## config.mk

```make
export PLATFORM = sky130hd
export DESIGN_NAME = fixed_block_pool_allocator
export DESIGN_NICKNAME = d
export VERILOG_FILES = /design/src/hw/rtl/fbp_pkg.sv /design/src/hw/rtl/fixed_block_pool_allocator.sv /design/src/hw/rtl/fbp_cmd_queue.sv /design/src/hw/rtl/fbp_front.sv /design/src/hw/rtl/fbp_back.sv
export VERILOG_INCLUDE_DIRS = /design/src /design/src/hw/rtl
export SDC_FILE = /design/constraint.sdc
export NUM_CORES = 2
export LEC_CHECK = 0
export BUFFER_PORTS_ARGS = -buffer_cell sky130_fd_sc_hd__buf_2
export CORE_MARGIN = 2
export CORE_UTILIZATION = 55
export CTS_CLUSTER_SIZE = 14
export DETAILED_ROUTE_END_ITERATION = 16
export GPL_ROUTABILITY_DRIVEN = 0
export PLACE_DENSITY = 0.71
export SLEW_MARGIN = 20
export SYNTH_ARGS = -nofsm -noshare
export SYNTH_HDL_FRONTEND = slang
export SYNTH_SLANG_ARGS = --single-unit
```

## constraint.sdc

```tcl
create_clock -name clk -period 8.5 [get_ports clk]
set_clock_uncertainty 0.1 [all_clocks]
set_input_delay 1.275 -clock clk [delete_from_list [all_inputs] [get_ports clk]]
set_output_delay 1.275 -clock clk [all_outputs]
set_load 0.05 [all_outputs]
```

## src/hw/rtl/fixed_block_pool_allocator_assert.svh

```systemverilog
// Assertion macros for the fixed block pool allocator.
// Included by the RTL modules that carry concurrent checks; needs no package.
`ifndef FIXED_BLOCK_POOL_ALLOCATOR_ASSERT_SVH
`define FIXED_BLOCK_POOL_ALLOCATOR_ASSERT_SVH
`ifndef SYNTHESIS
// Check on every clock edge outside reset.
`define FBP_ASSERT(lbl, prop, msg) \
  lbl: assert property (@(posedge clk) disable iff (!rst_n) prop) else $error(msg);
// Check on every clock edge, reset included.
`define FBP_ASSERT_RST(lbl, prop, msg) \
  lbl: assert property (@(posedge clk) prop) else $error(msg);
`else
`define FBP_ASSERT(lbl, prop, msg)
`define FBP_ASSERT_RST(lbl, prop, msg)
`endif
`endif

```

## src/hw/rtl/fbp_pkg.sv

```systemverilog
// Shared types and codes of the fixed block pool allocator.
// Used by the front end, the command queue, the back end and the top level.
package fbp_pkg;

  localparam int unsigned MAX_BLOCKS_DEF = 256;
  localparam int unsigned QUEUE_DEPTH    = 2;

  // Request modes
  localparam logic [1:0] MODE_ALLOC  = 2'd0;
  localparam logic [1:0] MODE_FREE   = 2'd1;
  localparam logic [1:0] MODE_REINIT = 2'd2;

  // Configuration register indexes
  localparam logic [1:0] CFG_BASE_ADDRESS = 2'd0;
  localparam logic [1:0] CFG_BLOCK_BYTES  = 2'd1;
  localparam logic [1:0] CFG_BLOCK_COUNT  = 2'd2;

  typedef enum logic [2:0] {
    ST_OK    = 3'd0,
    ST_EMPTY = 3'd1,
    ST_RANGE = 3'd2,
    ST_ALIGN = 3'd3,
    ST_FULL  = 3'd4
  } fbp_status_t;

  typedef enum logic [2:0] {
    CMD_ALLOC,
    CMD_FREE,
    CMD_REINIT,
    CMD_RANGE,
    CMD_NOP
  } fbp_cmd_kind_t;

  typedef struct packed {
    fbp_cmd_kind_t kind;
    logic [31:0]   offset;
  } fbp_cmd_t;

  typedef struct packed {
    logic [31:0] base_address;
    logic [15:0] block_bytes;
    logic [8:0]  block_count;
  } fbp_cfg_t;

endpackage

```

## src/hw/rtl/fixed_block_pool_allocator.sv

```systemverilog
// Top level of the fixed block pool allocator: configuration registers and wiring
// of front end, command queue and back end. Depends on fbp_pkg and the submodules.
//
//   channel  direction  handshake          payload
//   in_      input      in_valid/in_stall  in_mode, in_block_address
//   out_     output     out_valid/out_stall out_status, out_granted_address,
//                                          out_blocks_free
//   cfg_     input      cfg_valid/cfg_ready cfg_index, cfg_wdata
//
// A request passes through the front end and the command queue, then the back end runs it:
// an allocate from a non-empty pool goes through stack read, multiply, add and result; a free
// in range goes through the one-bit-per-cycle restoring divider, a check and the result;
// other requests go straight to the result. Reset needs no clearing pass: a
// low-water mark tells written stack entries from untouched ones. The front end
// keeps taking requests while a result waits for out_stall to drop, until the queue is full.
module fixed_block_pool_allocator #(
  parameter int unsigned MAX_BLOCKS = fbp_pkg::MAX_BLOCKS_DEF
) (
  input  logic        clk,
  input  logic        rst_n,
  input  logic        in_valid,
  output logic        in_stall,
  input  logic [1:0]  in_mode,
  input  logic [31:0] in_block_address,
  output logic        out_valid,
  input  logic        out_stall,
  output logic [2:0]  out_status,
  output logic [31:0] out_granted_address,
  output logic [8:0]  out_blocks_free,
  input  logic        cfg_valid,
  output logic        cfg_ready,
  input  logic [1:0]  cfg_index,
  input  logic [31:0] cfg_wdata
);
  import fbp_pkg::*;

  fbp_cfg_t cfg_r;
  logic     push_valid;
  logic     push_ready;
  fbp_cmd_t push_cmd;
  logic     pop_valid;
  logic     pop_ready;
  fbp_cmd_t pop_cmd;

  // Write configuration registers
  assign cfg_ready = 1'b1;

  always_ff @(posedge clk) begin
    if (!rst_n) begin
      cfg_r.base_address <= 32'd0;
      cfg_r.block_bytes  <= 16'd64;
      cfg_r.block_count  <= 9'd256;
    end else if (cfg_valid && cfg_ready) begin
      case (cfg_index)
        CFG_BASE_ADDRESS: cfg_r.base_address <= cfg_wdata;
        CFG_BLOCK_BYTES:  cfg_r.block_bytes  <= cfg_wdata[15:0];
        CFG_BLOCK_COUNT:  cfg_r.block_count  <= cfg_wdata[8:0];
        default: ;
      endcase
    end
  end

  fbp_front #(
    .MAX_BLOCKS(MAX_BLOCKS)
  ) u_front (
    .cfg              (cfg_r),
    .in_valid         (in_valid),
    .in_stall         (in_stall),
    .in_mode          (in_mode),
    .in_block_address (in_block_address),
    .cmd_valid        (push_valid),
    .cmd_ready        (push_ready),
    .cmd              (push_cmd)
  );

  fbp_cmd_queue u_queue (
    .clk        (clk),
    .rst_n      (rst_n),
    .push_valid (push_valid),
    .push_ready (push_ready),
    .push_cmd   (push_cmd),
    .pop_valid  (pop_valid),
    .pop_ready  (pop_ready),
    .pop_cmd    (pop_cmd)
  );

  fbp_back #(
    .MAX_BLOCKS(MAX_BLOCKS)
  ) u_back (
    .clk                 (clk),
    .rst_n               (rst_n),
    .cfg                 (cfg_r),
    .cmd_valid           (pop_valid),
    .cmd_ready           (pop_ready),
    .cmd                 (pop_cmd),
    .out_valid           (out_valid),
    .out_stall           (out_stall),
    .out_status          (out_status),
    .out_granted_address (out_granted_address),
    .out_blocks_free     (out_blocks_free)
  );

endmodule

```

## src/hw/rtl/fbp_cmd_queue.sv

```systemverilog
// Short command queue between the front end and the back end.
// Depends on fbp_pkg for the command type and the queue depth.
module fbp_cmd_queue (
  input  logic             clk,
  input  logic             rst_n,
  input  logic             push_valid,
  output logic             push_ready,
  input  fbp_pkg::fbp_cmd_t push_cmd,
  output logic             pop_valid,
  input  logic             pop_ready,
  output fbp_pkg::fbp_cmd_t pop_cmd
);
  import fbp_pkg::*;

  localparam int unsigned PW = (QUEUE_DEPTH > 1) ? $clog2(QUEUE_DEPTH) : 1;
  localparam int unsigned NW = $clog2(QUEUE_DEPTH + 1);

  fbp_cmd_t        slot_r [QUEUE_DEPTH];
  logic [PW-1:0]   wr_ptr_r;
  logic [PW-1:0]   rd_ptr_r;
  logic [NW-1:0]   fill_r;
  logic            push_fire;
  logic            pop_fire;

  // Flag full and empty
  assign push_ready = (fill_r != NW'(QUEUE_DEPTH));
  assign pop_valid  = (fill_r != '0);
  assign pop_cmd    = slot_r[rd_ptr_r];
  assign push_fire  = push_valid & push_ready;
  assign pop_fire   = pop_valid & pop_ready;

  // Advance pointers and fill count
  always_ff @(posedge clk) begin
    if (!rst_n) begin
      wr_ptr_r <= '0;
      rd_ptr_r <= '0;
      fill_r   <= '0;
    end else begin
      if (push_fire) begin
        wr_ptr_r <= (wr_ptr_r == PW'(QUEUE_DEPTH - 1)) ? '0 : wr_ptr_r + 1'b1;
      end
      if (pop_fire) begin
        rd_ptr_r <= (rd_ptr_r == PW'(QUEUE_DEPTH - 1)) ? '0 : rd_ptr_r + 1'b1;
      end
      if (push_fire && !pop_fire) begin
        fill_r <= fill_r + 1'b1;
      end else if (pop_fire && !push_fire) begin
        fill_r <= fill_r - 1'b1;
      end
    end
  end

  // Store command payload
  always_ff @(posedge clk) begin
    if (push_fire) begin
      slot_r[wr_ptr_r] <= push_cmd;
    end
  end

endmodule

```

## src/hw/rtl/fbp_front.sv

```systemverilog
// Front end: takes requests, runs the region range check and classifies them.
// Depends on fbp_pkg for modes, command and configuration types.
module fbp_front #(
  parameter int unsigned MAX_BLOCKS = fbp_pkg::MAX_BLOCKS_DEF
) (
  input  fbp_pkg::fbp_cfg_t cfg,
  input  logic              in_valid,
  output logic              in_stall,
  input  logic [1:0]        in_mode,
  input  logic [31:0]       in_block_address,
  output logic              cmd_valid,
  input  logic              cmd_ready,
  output fbp_pkg::fbp_cmd_t cmd
);
  import fbp_pkg::*;

  localparam int unsigned FW        = $clog2(MAX_BLOCKS + 1);
  localparam int unsigned SPW       = FW + 16;
  localparam int unsigned CW        = (SPW > 32) ? SPW : 32;
  localparam logic [31:0] MAX_W     = 32'(MAX_BLOCKS);

  logic [FW-1:0]  eff_count;
  logic [SPW-1:0] span;
  logic [31:0]    offset;
  logic           out_of_range;

  // Clamp the block count to the pool size
  assign eff_count = ({23'd0, cfg.block_count} > MAX_W) ? FW'(MAX_BLOCKS)
                                                        : FW'(cfg.block_count);

  // Size the region in bytes from the live configuration
  assign span = SPW'(eff_count) * SPW'(cfg.block_bytes);

  // Classify the request
  always_comb begin
    offset       = in_block_address - cfg.base_address;
    out_of_range = (in_block_address < cfg.base_address) ||
                   (CW'(offset) >= CW'(span));
    cmd.offset   = offset;
    case (in_mode)
      MODE_ALLOC:  cmd.kind = CMD_ALLOC;
      MODE_FREE:   cmd.kind = out_of_range ? CMD_RANGE : CMD_FREE;
      MODE_REINIT: cmd.kind = CMD_REINIT;
      default:     cmd.kind = CMD_NOP;
    endcase
  end

  // Transfer into the queue whenever it has room
  assign cmd_valid = in_valid;
  assign in_stall  = !cmd_ready;

endmodule

```

## src/hw/rtl/fbp_back.sv

```systemverilog
// Back end: free stack memory, low-water mark, divider and result register.
// Depends on fbp_pkg and the assertion macro header.
`include "fixed_block_pool_allocator_assert.svh"
module fbp_back #(
  parameter int unsigned MAX_BLOCKS = fbp_pkg::MAX_BLOCKS_DEF
) (
  input  logic              clk,
  input  logic              rst_n,
  input  fbp_pkg::fbp_cfg_t cfg,
  input  logic              cmd_valid,
  output logic              cmd_ready,
  input  fbp_pkg::fbp_cmd_t cmd,
  output logic              out_valid,
  input  logic              out_stall,
  output logic [2:0]        out_status,
  output logic [31:0]       out_granted_address,
  output logic [8:0]        out_blocks_free
);
  import fbp_pkg::*;

  localparam int unsigned IW        = $clog2(MAX_BLOCKS);
  localparam int unsigned FW        = $clog2(MAX_BLOCKS + 1);
  localparam int unsigned DW        = 16 + IW;
  localparam int unsigned CMPW      = (DW > 32) ? DW : 32;
  localparam int unsigned LW        = $clog2(IW + 1);
  localparam int unsigned INIT_FREE = (MAX_BLOCKS < 256) ? MAX_BLOCKS : 256;
  localparam logic [31:0] MAX_W     = 32'(MAX_BLOCKS);

  typedef enum logic [2:0] {
    S_IDLE,
    S_MUL,
    S_ADD,
    S_DIV,
    S_CHECK,
    S_RESP
  } state_t;

  state_t        state_r;
  logic [FW-1:0] ft_r;        // free total
  logic [FW-1:0] low_r;       // lowest free total since reinit
  logic [IW-1:0] pos_r;
  logic          hit_r;       // popped entry was written since reinit
  logic [IW-1:0] rd_data_r;
  logic [DW-1:0] prod_r;
  logic [31:0]   rem_r;
  logic [DW-1:0] dsh_r;
  logic [IW-1:0] quo_r;
  logic [LW-1:0] left_r;
  fbp_status_t   status_r;
  logic [31:0]   granted_r;
  logic [IW-1:0] stack_mem [MAX_BLOCKS];

  logic [FW-1:0] eff_count;
  logic [FW-1:0] ft_dec;
  logic [IW-1:0] rd_addr;
  logic [IW-1:0] wr_addr;
  logic          mem_we;
  logic          div_ge;
  logic [IW-1:0] idx_sel;

  // Derive addresses, compare and select
  always_comb begin
    eff_count = ({23'd0, cfg.block_count} > MAX_W) ? FW'(MAX_BLOCKS)
                                                   : FW'(cfg.block_count);
    ft_dec    = ft_r - 1'b1;
    rd_addr   = ft_dec[IW-1:0];
    wr_addr   = ft_r[IW-1:0];
    mem_we    = (state_r == S_CHECK) && (rem_r == '0) && (ft_r < eff_count);
    div_ge    = (CMPW'(rem_r) >= CMPW'(dsh_r));
    idx_sel   = hit_r ? rd_data_r : pos_r;
  end

  // Free stack: push at the top, read the entry just below the top
  always_ff @(posedge clk) begin
    if (mem_we) begin
      stack_mem[wr_addr] <= quo_r;
    end
    rd_data_r <= stack_mem[rd_addr];
  end

  // Sequence one command at a time
  always_ff @(posedge clk) begin
    if (!rst_n) begin
      state_r   <= S_IDLE;
      ft_r      <= FW'(INIT_FREE);
      low_r     <= FW'(INIT_FREE);
      status_r  <= ST_OK;
      granted_r <= '0;
    end else begin
      case (state_r)
        S_IDLE: begin
          if (cmd_valid) begin
            status_r  <= ST_OK;
            granted_r <= '0;
            case (cmd.kind)
              CMD_ALLOC: begin
                if (ft_r == '0) begin
                  status_r <= ST_EMPTY;
                  state_r  <= S_RESP;
                end else begin
                  ft_r  <= ft_dec;
                  pos_r <= ft_dec[IW-1:0];
                  hit_r <= (ft_dec >= low_r);
                  if (ft_dec < low_r) begin
                    low_r <= ft_dec;
                  end
                  state_r <= S_MUL;
                end
              end
              CMD_FREE: begin
                rem_r   <= cmd.offset;
                dsh_r   <= DW'(cfg.block_bytes) << (IW - 1);
                quo_r   <= '0;
                left_r  <= LW'(IW);
                state_r <= S_DIV;
              end
              CMD_REINIT: begin
                ft_r    <= eff_count;
                low_r   <= eff_count;
                state_r <= S_RESP;
              end
              CMD_RANGE: begin
                status_r <= ST_RANGE;
                state_r  <= S_RESP;
              end
              default: begin
                state_r <= S_RESP;
              end
            endcase
          end
        end
        S_MUL: begin
          prod_r  <= DW'(idx_sel) * DW'(cfg.block_bytes);
          state_r <= S_ADD;
        end
        S_ADD: begin
          granted_r <= cfg.base_address + 32'(prod_r);
          state_r   <= S_RESP;
        end
        S_DIV: begin
          // One restoring division step per cycle, quotient MSB first
          if (div_ge) begin
            rem_r <= rem_r - 32'(dsh_r);
          end
          quo_r  <= IW'({quo_r, div_ge});
          dsh_r  <= dsh_r >> 1;
          left_r <= left_r - 1'b1;
          if (left_r == LW'(1)) begin
            state_r <= S_CHECK;
          end
        end
        S_CHECK: begin
          if (rem_r != '0) begin
            status_r <= ST_ALIGN;
          end else if (ft_r >= eff_count) begin
            status_r <= ST_FULL;
          end else begin
            ft_r <= ft_r + 1'b1;
          end
          state_r <= S_RESP;
        end
        S_RESP: begin
          if (!out_stall) begin
            state_r <= S_IDLE;
          end
        end
        default: begin
          state_r <= S_IDLE;
        end
      endcase
    end
  end

  // Drive handshake and result
  assign cmd_ready           = (state_r == S_IDLE);
  assign out_valid           = (state_r == S_RESP);
  assign out_status          = status_r;
  assign out_granted_address = granted_r;
  assign out_blocks_free     = 9'(ft_r);

  `FBP_ASSERT(a_free_total_bound, ft_r <= FW'(MAX_BLOCKS), "free total above pool size")
  `FBP_ASSERT(a_low_water_order, low_r <= ft_r, "low-water mark above free total")
  `FBP_ASSERT(a_push_advances, mem_we |=> ft_r == FW'($past(ft_r) + 1'b1), "push lost")
  `FBP_ASSERT_RST(a_reset_idle, !rst_n |=> state_r == S_IDLE, "not idle after reset")

endmodule

```

== Word-level counts from Yosys, hierarchy flattened ==
Memory sizes are Yosys's and may differ from the RTL's. A register that Yosys moved wholly into a read port is not among the register bits.
Index checks and enable logic that the tools add are counted.

* Bits in registers: 218
* Latch bits: 0
* Memory bits (writable): 2118
* Memory bits (read-only): 0
* Output and inout port bits: 47
* Memories: 2

{| class="wikitable"
|+ Memory list
! name !! words !! bits a word !! read ports !! clocked after memory_dff !! write ports !! line !! source
|-
| u_back.stack_mem || 256 || 8 || 1 || 1 || 1 || fbp_back.sv:51 || <nowiki>logic [IW-1:0] stack_mem [MAX_BLOCKS];</nowiki>
|-
| u_queue.slot_r || 2 || 35 || 1 || 1 || 1 || fbp_cmd_queue.sv:18 || <nowiki>fbp_cmd_t slot_r [QUEUE_DEPTH];</nowiki>
|}

* $add $sub $neg: 10
* $mul: 2
* Divide/modulo/power cells: 0
* Magnitude comparators: 8
* Equality and inequality tests: 26
* Shifts and indexed selects: 0
* Mux-type cells: 50
* Bitwise logic cells: 3
* Reduce and logical (&&, ||, !) cells: 34

{| class="wikitable"
|+ Operators by type and width
! cell !! count
|-
| 2-to-1 mux 32 bit || 4
|-
| one-hot mux 32 bit (2 select lines) || 2
|-
| 2-to-1 mux 9 bit || 7
|-
| one-hot mux 9 bit (2 select lines) || 3
|-
| 2-to-1 mux 24 bit || 2
|-
| one-hot mux 24 bit (2 select lines) || 1
|-
| adder 32 x 24 -> 32 bit || 1
|-
| greater-or-equal comparator 32 x 24 -> 1 bit || 1
|-
| greater-or-equal comparator 32 x 25 -> 1 bit || 1
|-
| zero test 32 bit || 1
|-
| < comparator 32 bit || 1
|-
| nonzero test 32 bit || 1
|-
| subtractor 32 x 24 -> 32 bit || 1
|-
| subtractor 32 bit || 1
|-
| multiplier 9 x 16 -> 25 bit || 1
|-
| multiplier 8 x 16 -> 24 bit || 1
|-
| 2-to-1 mux 8 bit || 3
|-
| 2-to-1 mux 3 bit || 7
|-
| greater-or-equal comparator 9 bit || 2
|-
| < comparator 9 bit || 2
|-
| one-hot mux 3 bit (2 select lines) || 3
|-
| one-hot mux 8 bit (2 select lines) || 1
|-
| one-hot mux 3 bit (5 select lines) || 1
|-
| AND reduction 5 bit || 3
|-
| 36 further kinds || 82
|}

== Longest topological paths before layout ==
* Word-level depth: 7
* Depth in mapped cells: 32
* Gate-level depth less buffers: 30

== By module ==
Synthesis repeated with hierarchy kept, for this count alone.

* Cells, all modules: 6032
* Area, all modules: 104535.3 um^2

{| class="wikitable"
|+ By module, submodules not included
! module !! instances !! cells an instance !! area an instance (um^2) !! seq. area each (um^2)
|-
| fbp_back || 1 || 4811 || 92672.6 || 65783.1
|-
| fbp_front || 1 || 862 || 6834.1 || 0.0
|-
| fbp_cmd_queue || 1 || 133 || 2766.4 || 2202.1
|-
| fixed_block_pool_allocator || 1 || 226 || 2262.2 || 1141.1
|}

== Least setup slack after synthesis ==
Ideal clock, no wire load.

* Path type: register -> register
* From: register cfg_r[8] (netlist bit)
* To: memory u_queue.slot_r[0][33] (netlist bit) (data pin)
* Library setup time: 0.268 ns
* Data arrival time: 6.719 ns
* Required time: 8.132 ns
* Slack: 1.413 ns
* Stages on the path, launching flop included: 31
* Clock period less this slack: 7.087 ns
* Path through: dfxtp_1 -> nor2b_1 -> clkbuf_1 -> clkbuf_1 -> nand2_1 -> fa_1 -> inv_1 -> fa_1 -> fa_1 -> inv_1 -> fa_1 -> inv_1 -> ha_1 -> a21o_1 -> a21o_1 -> a41oi_1 -> o21ai_0 -> a21o_1 -> a21oi_1 -> o21ba_2 -> o21bai_1 -> a21oi_1 -> xor2_1 -> ha_1 -> a21o_1 -> a21o_1 -> a221o_1 -> a21oi_1 -> o21ai_0 -> or3_1 -> o41a_1

{| class="wikitable"
|+ RTL lines
! element !! line !! source
|-
| start, declared || fixed_block_pool_allocator.sv:37 || <nowiki>fbp_cfg_t cfg_r;</nowiki>
|-
| end, declared || fbp_cmd_queue.sv:18 ||
|}

==> qor.txt <==
Clock transition at the registers of the reported paths: 70 ps
Commonest cells after routing, fill and taps aside: 2218 x edfxtp_1, 640 x mux4_2, 536 x nand2_1, 381 x nor2_1, 343 x inv_1
Total grt overflow: 0
Min-Delay Path Class: reg -> reg
Post-layout min period: 7910 ps
Residual DRC: 0
CTS buffer count: 224
Internal power: 22.1 mW
Clock Sinks: 2344
Worst slew margin: 0.170
Commonest non-fill, non-tap cell in the layout: edfxtp_1
Row cnt: 159
DP HPWL: 160 mm
Pins Over Slew Limit: 0
CTS tree: yes
Netlist Area Pre-Place: 104000 um^2
Net switching power: 10.2 mW
Distinct cells, synth: 81
Largest net degree at the start of global routing: 230
CP endpoint kind: flip-flop
Initial antenna violation count: 5
Sw Ratio: 0.317
Final setup TNS: 0 ps
Mean Syn Cell Area: 16.8 um^2
Max-cap violations: 0
DR vias: 56500
Final Util: 0.613
Power share of the sequential group: 0.404
Seq cells post-synth: 2344
Vias per cell: 6.27
Synth warn: 0
Crit path DAT: 8420 ps
I/O pins: 120
Clk pwr share: 0.310
WS Path Type: reg -> reg
Area of the multi-input gates: 32600 um^2
Die W: 439 um
Worst vdd ir: 0.434 mV
Vias in the first global route: 56900
Hold Buf Count CTS: 0
Register Area: 69100 um^2
Syn nets: 6683
Full die area: 193000 um^2
Asr flop ratio synth: 0
Worst-Margin Slew: 1240 ps
Core footprint: 188000 um^2
Leak: 37.9 nW
DR iter-0 viols: 6829
Outcome: finished, final reports clean
Layout cell share with drive strength beyond 1: 0.194
Max stage delay on crit path: 680 ps
Top cell by count, worst path: fa_1
Fill count: 13300
H-tree levels: 4
Post_cts resized: 0
Post-synth EDFFs: 2218
Root buf cell: clkbuf_16
Sequential area share after synthesis: 0.664
Main flop type after synthesis: edfxtp_1
First-pass GRT wire length: 378 mm
Final period utilization: 0.930
Pwr dens: 281 nW/um^2
Max Fclk: 127 MHz
Initial Util: 0.554
Unrepaired setup endpoints after global routing: no
Final instance area: 115000 um^2
Routed wire length: 255 mm
Setup bufs post-CTS: 0
IO Port Bufs: 118
Final ANT Viol Nets: 0
Pre-Repair DR Iteration Count: 6
Layout overhead on the synthesized area: 10.7%
Die height: 439 um
Final-stage net count: 6809
GRT Util Overall: 0.266
Required time worst endpoint: 9020 ps
Clk_lat worst skew: 880 ps
Max clock buf depth: 3
Avg WL per Cell: 28.3 um
Placed Area: 108000 um^2
Startpoint Class: flip-flop
Crit path max fanout: 11
Fin. Hold Viols: 0
Slowest CP cell: nor2b_1
Syn Inst Count: 6205
Combinational Power Share: 0.286
Final setup viols: 0
==> cell type report <==
type                       instances  share of cell area
sequential                      2344               0.600
multi-input combinational       3191               0.283
clock buffer                     286              0.0522
tap                             2495              0.0271
timing repair buffer             225              0.0144
clock inverter                   128              0.0120
inverter                         345              0.0113
antenna                            2           0.0000434
==> cell families (layout without fill, tap and decap cells) <==
group | count (synthesis) | after routing | share of synthesized area
mux | 685 | 685 | 0.143
other cells | 1 | 3 | 0.0000360
compound gates | 585 | 585 | 0.0357
fa+ha+maj | 405 | 405 | 0.0621
buf+inv | 670 | 984 | 0.0245
simple gates | 1391 | 1391 | 0.0601
xor+xnor | 124 | 124 | 0.0104
flops | 2344 | 2344 | 0.664
==> sequential cells by signal, indices dropped and copies added, names as in the netlist, 8 cells and up, named ones only <==
| name | count |
|---|---|
| u_back.rem_r | 32 |
| u_back.quo_r | 8 |
| u_back.out_blocks_free | 9 |
| u_back.prod_r | 24 |
| u_back.low_r | 9 |
| u_back.rd_data_r | 8 |
| u_back.stack_mem | 2048 |
| u_queue.slot_r | 70 |
| u_back.out_granted_address | 32 |
| u_back.pos_r | 8 |
| u_back.dsh_r | 23 |
| cfg_r | 57 |
==> through the flow <==
stage	hold slack [ps]	worst slack [ps]	std cells	total power, mW
global placement	336	825	8596	22.4
detailed placement	338	680	8596	22.5
global route	389	115	9014	33.4
floorplan	338	1410	6205	19.1
CTS	360	685	9010	32.4
finish	352	595	9016	32.4
==> synth_stat cells, drive strengths merged, types with 10 or more instances <==
master | count | area share
dfxtp | 126 | 0.024
mux2i | 36 | 0.0035
mux4 | 640 | 0.14
nand4 | 19 | 0.0011
nand2 | 537 | 0.019
o21ai | 123 | 0.0060
and3 | 31 | 0.0019
nor4 | 13 | 0.00078
ha | 219 | 0.026
xor2 | 47 | 0.0040
fa | 186 | 0.036
nor3 | 48 | 0.0023
edfxtp | 2218 | 0.64
buf | 71 | 0.0029
xnor2 | 77 | 0.0065
a211oi | 31 | 0.0023
o31ai | 16 | 0.0012
or3 | 10 | 0.00060
nand2b | 29 | 0.0017
nor2b | 86 | 0.0052
nor2 | 388 | 0.014
nand3 | 99 | 0.0048
a311oi | 27 | 0.0023
a21oi | 203 | 0.0098
clkbuf | 254 | 0.0092
a31oi | 18 | 0.0012
o21a | 21 | 0.0015
inv | 344 | 0.012
and2 | 96 | 0.0058
o21bai | 22 | 0.0016
a21o | 48 | 0.0035
==> critical path, delay by kind of cell (launching register included) <==
| family | cells | cell delay [ps] |
|---|---|---|
| adders and majority gates | 6 | 2660 |
| xor gates and xnor gates | 1 | 220 |
| DFF | 1 | 420 |
| AOI/OAI and AO/OA | 13 | 2620 |
| and+or+nand+nor | 4 | 1200 |
| buffers and inverters | 4 | 440 |
==> power by group through the flow <==
stage	combinational (mW)	clock [mW]	sequential, mW
2_1_floorplan	5.67	0	13.4
3_3_place_gp	9.07	0	13.3
3_5_place_dp	9.17	0	13.3
4_1_cts	9.22	10.1	13.1
5_1_grt	9.72	10.6	13.1
6_report	9.26	10.0	13.1
==> worst paths after layout <==
check	from	to	slack [ps]	depth (start not counted)
worst min-delay path	u_back.out_granted_address[19]	u_back.out_granted_address[19]	350	2
worst max-delay path	cfg_r[8]	u_queue.slot_r[0][33]	590	28
worst min register to register	u_back.out_granted_address[19]	u_back.out_granted_address[19]	350	2
worst max register to register	cfg_r[8]	u_queue.slot_r[0][33]	590	28
==> routing by layer <==
layer / global-route usage / wire length [um] / vias to the layer above
met1: 0.374 / 100000 / 29200
met3: 0.0459 / 21700 / 459
met2: 0.426 / 124000 / 2760
met5: 0 / 62 / -
met4: 0.0912 / 8940 / 8
li1: - / - / 24100
No activity file was read; power rests on OpenSTA's default activity.
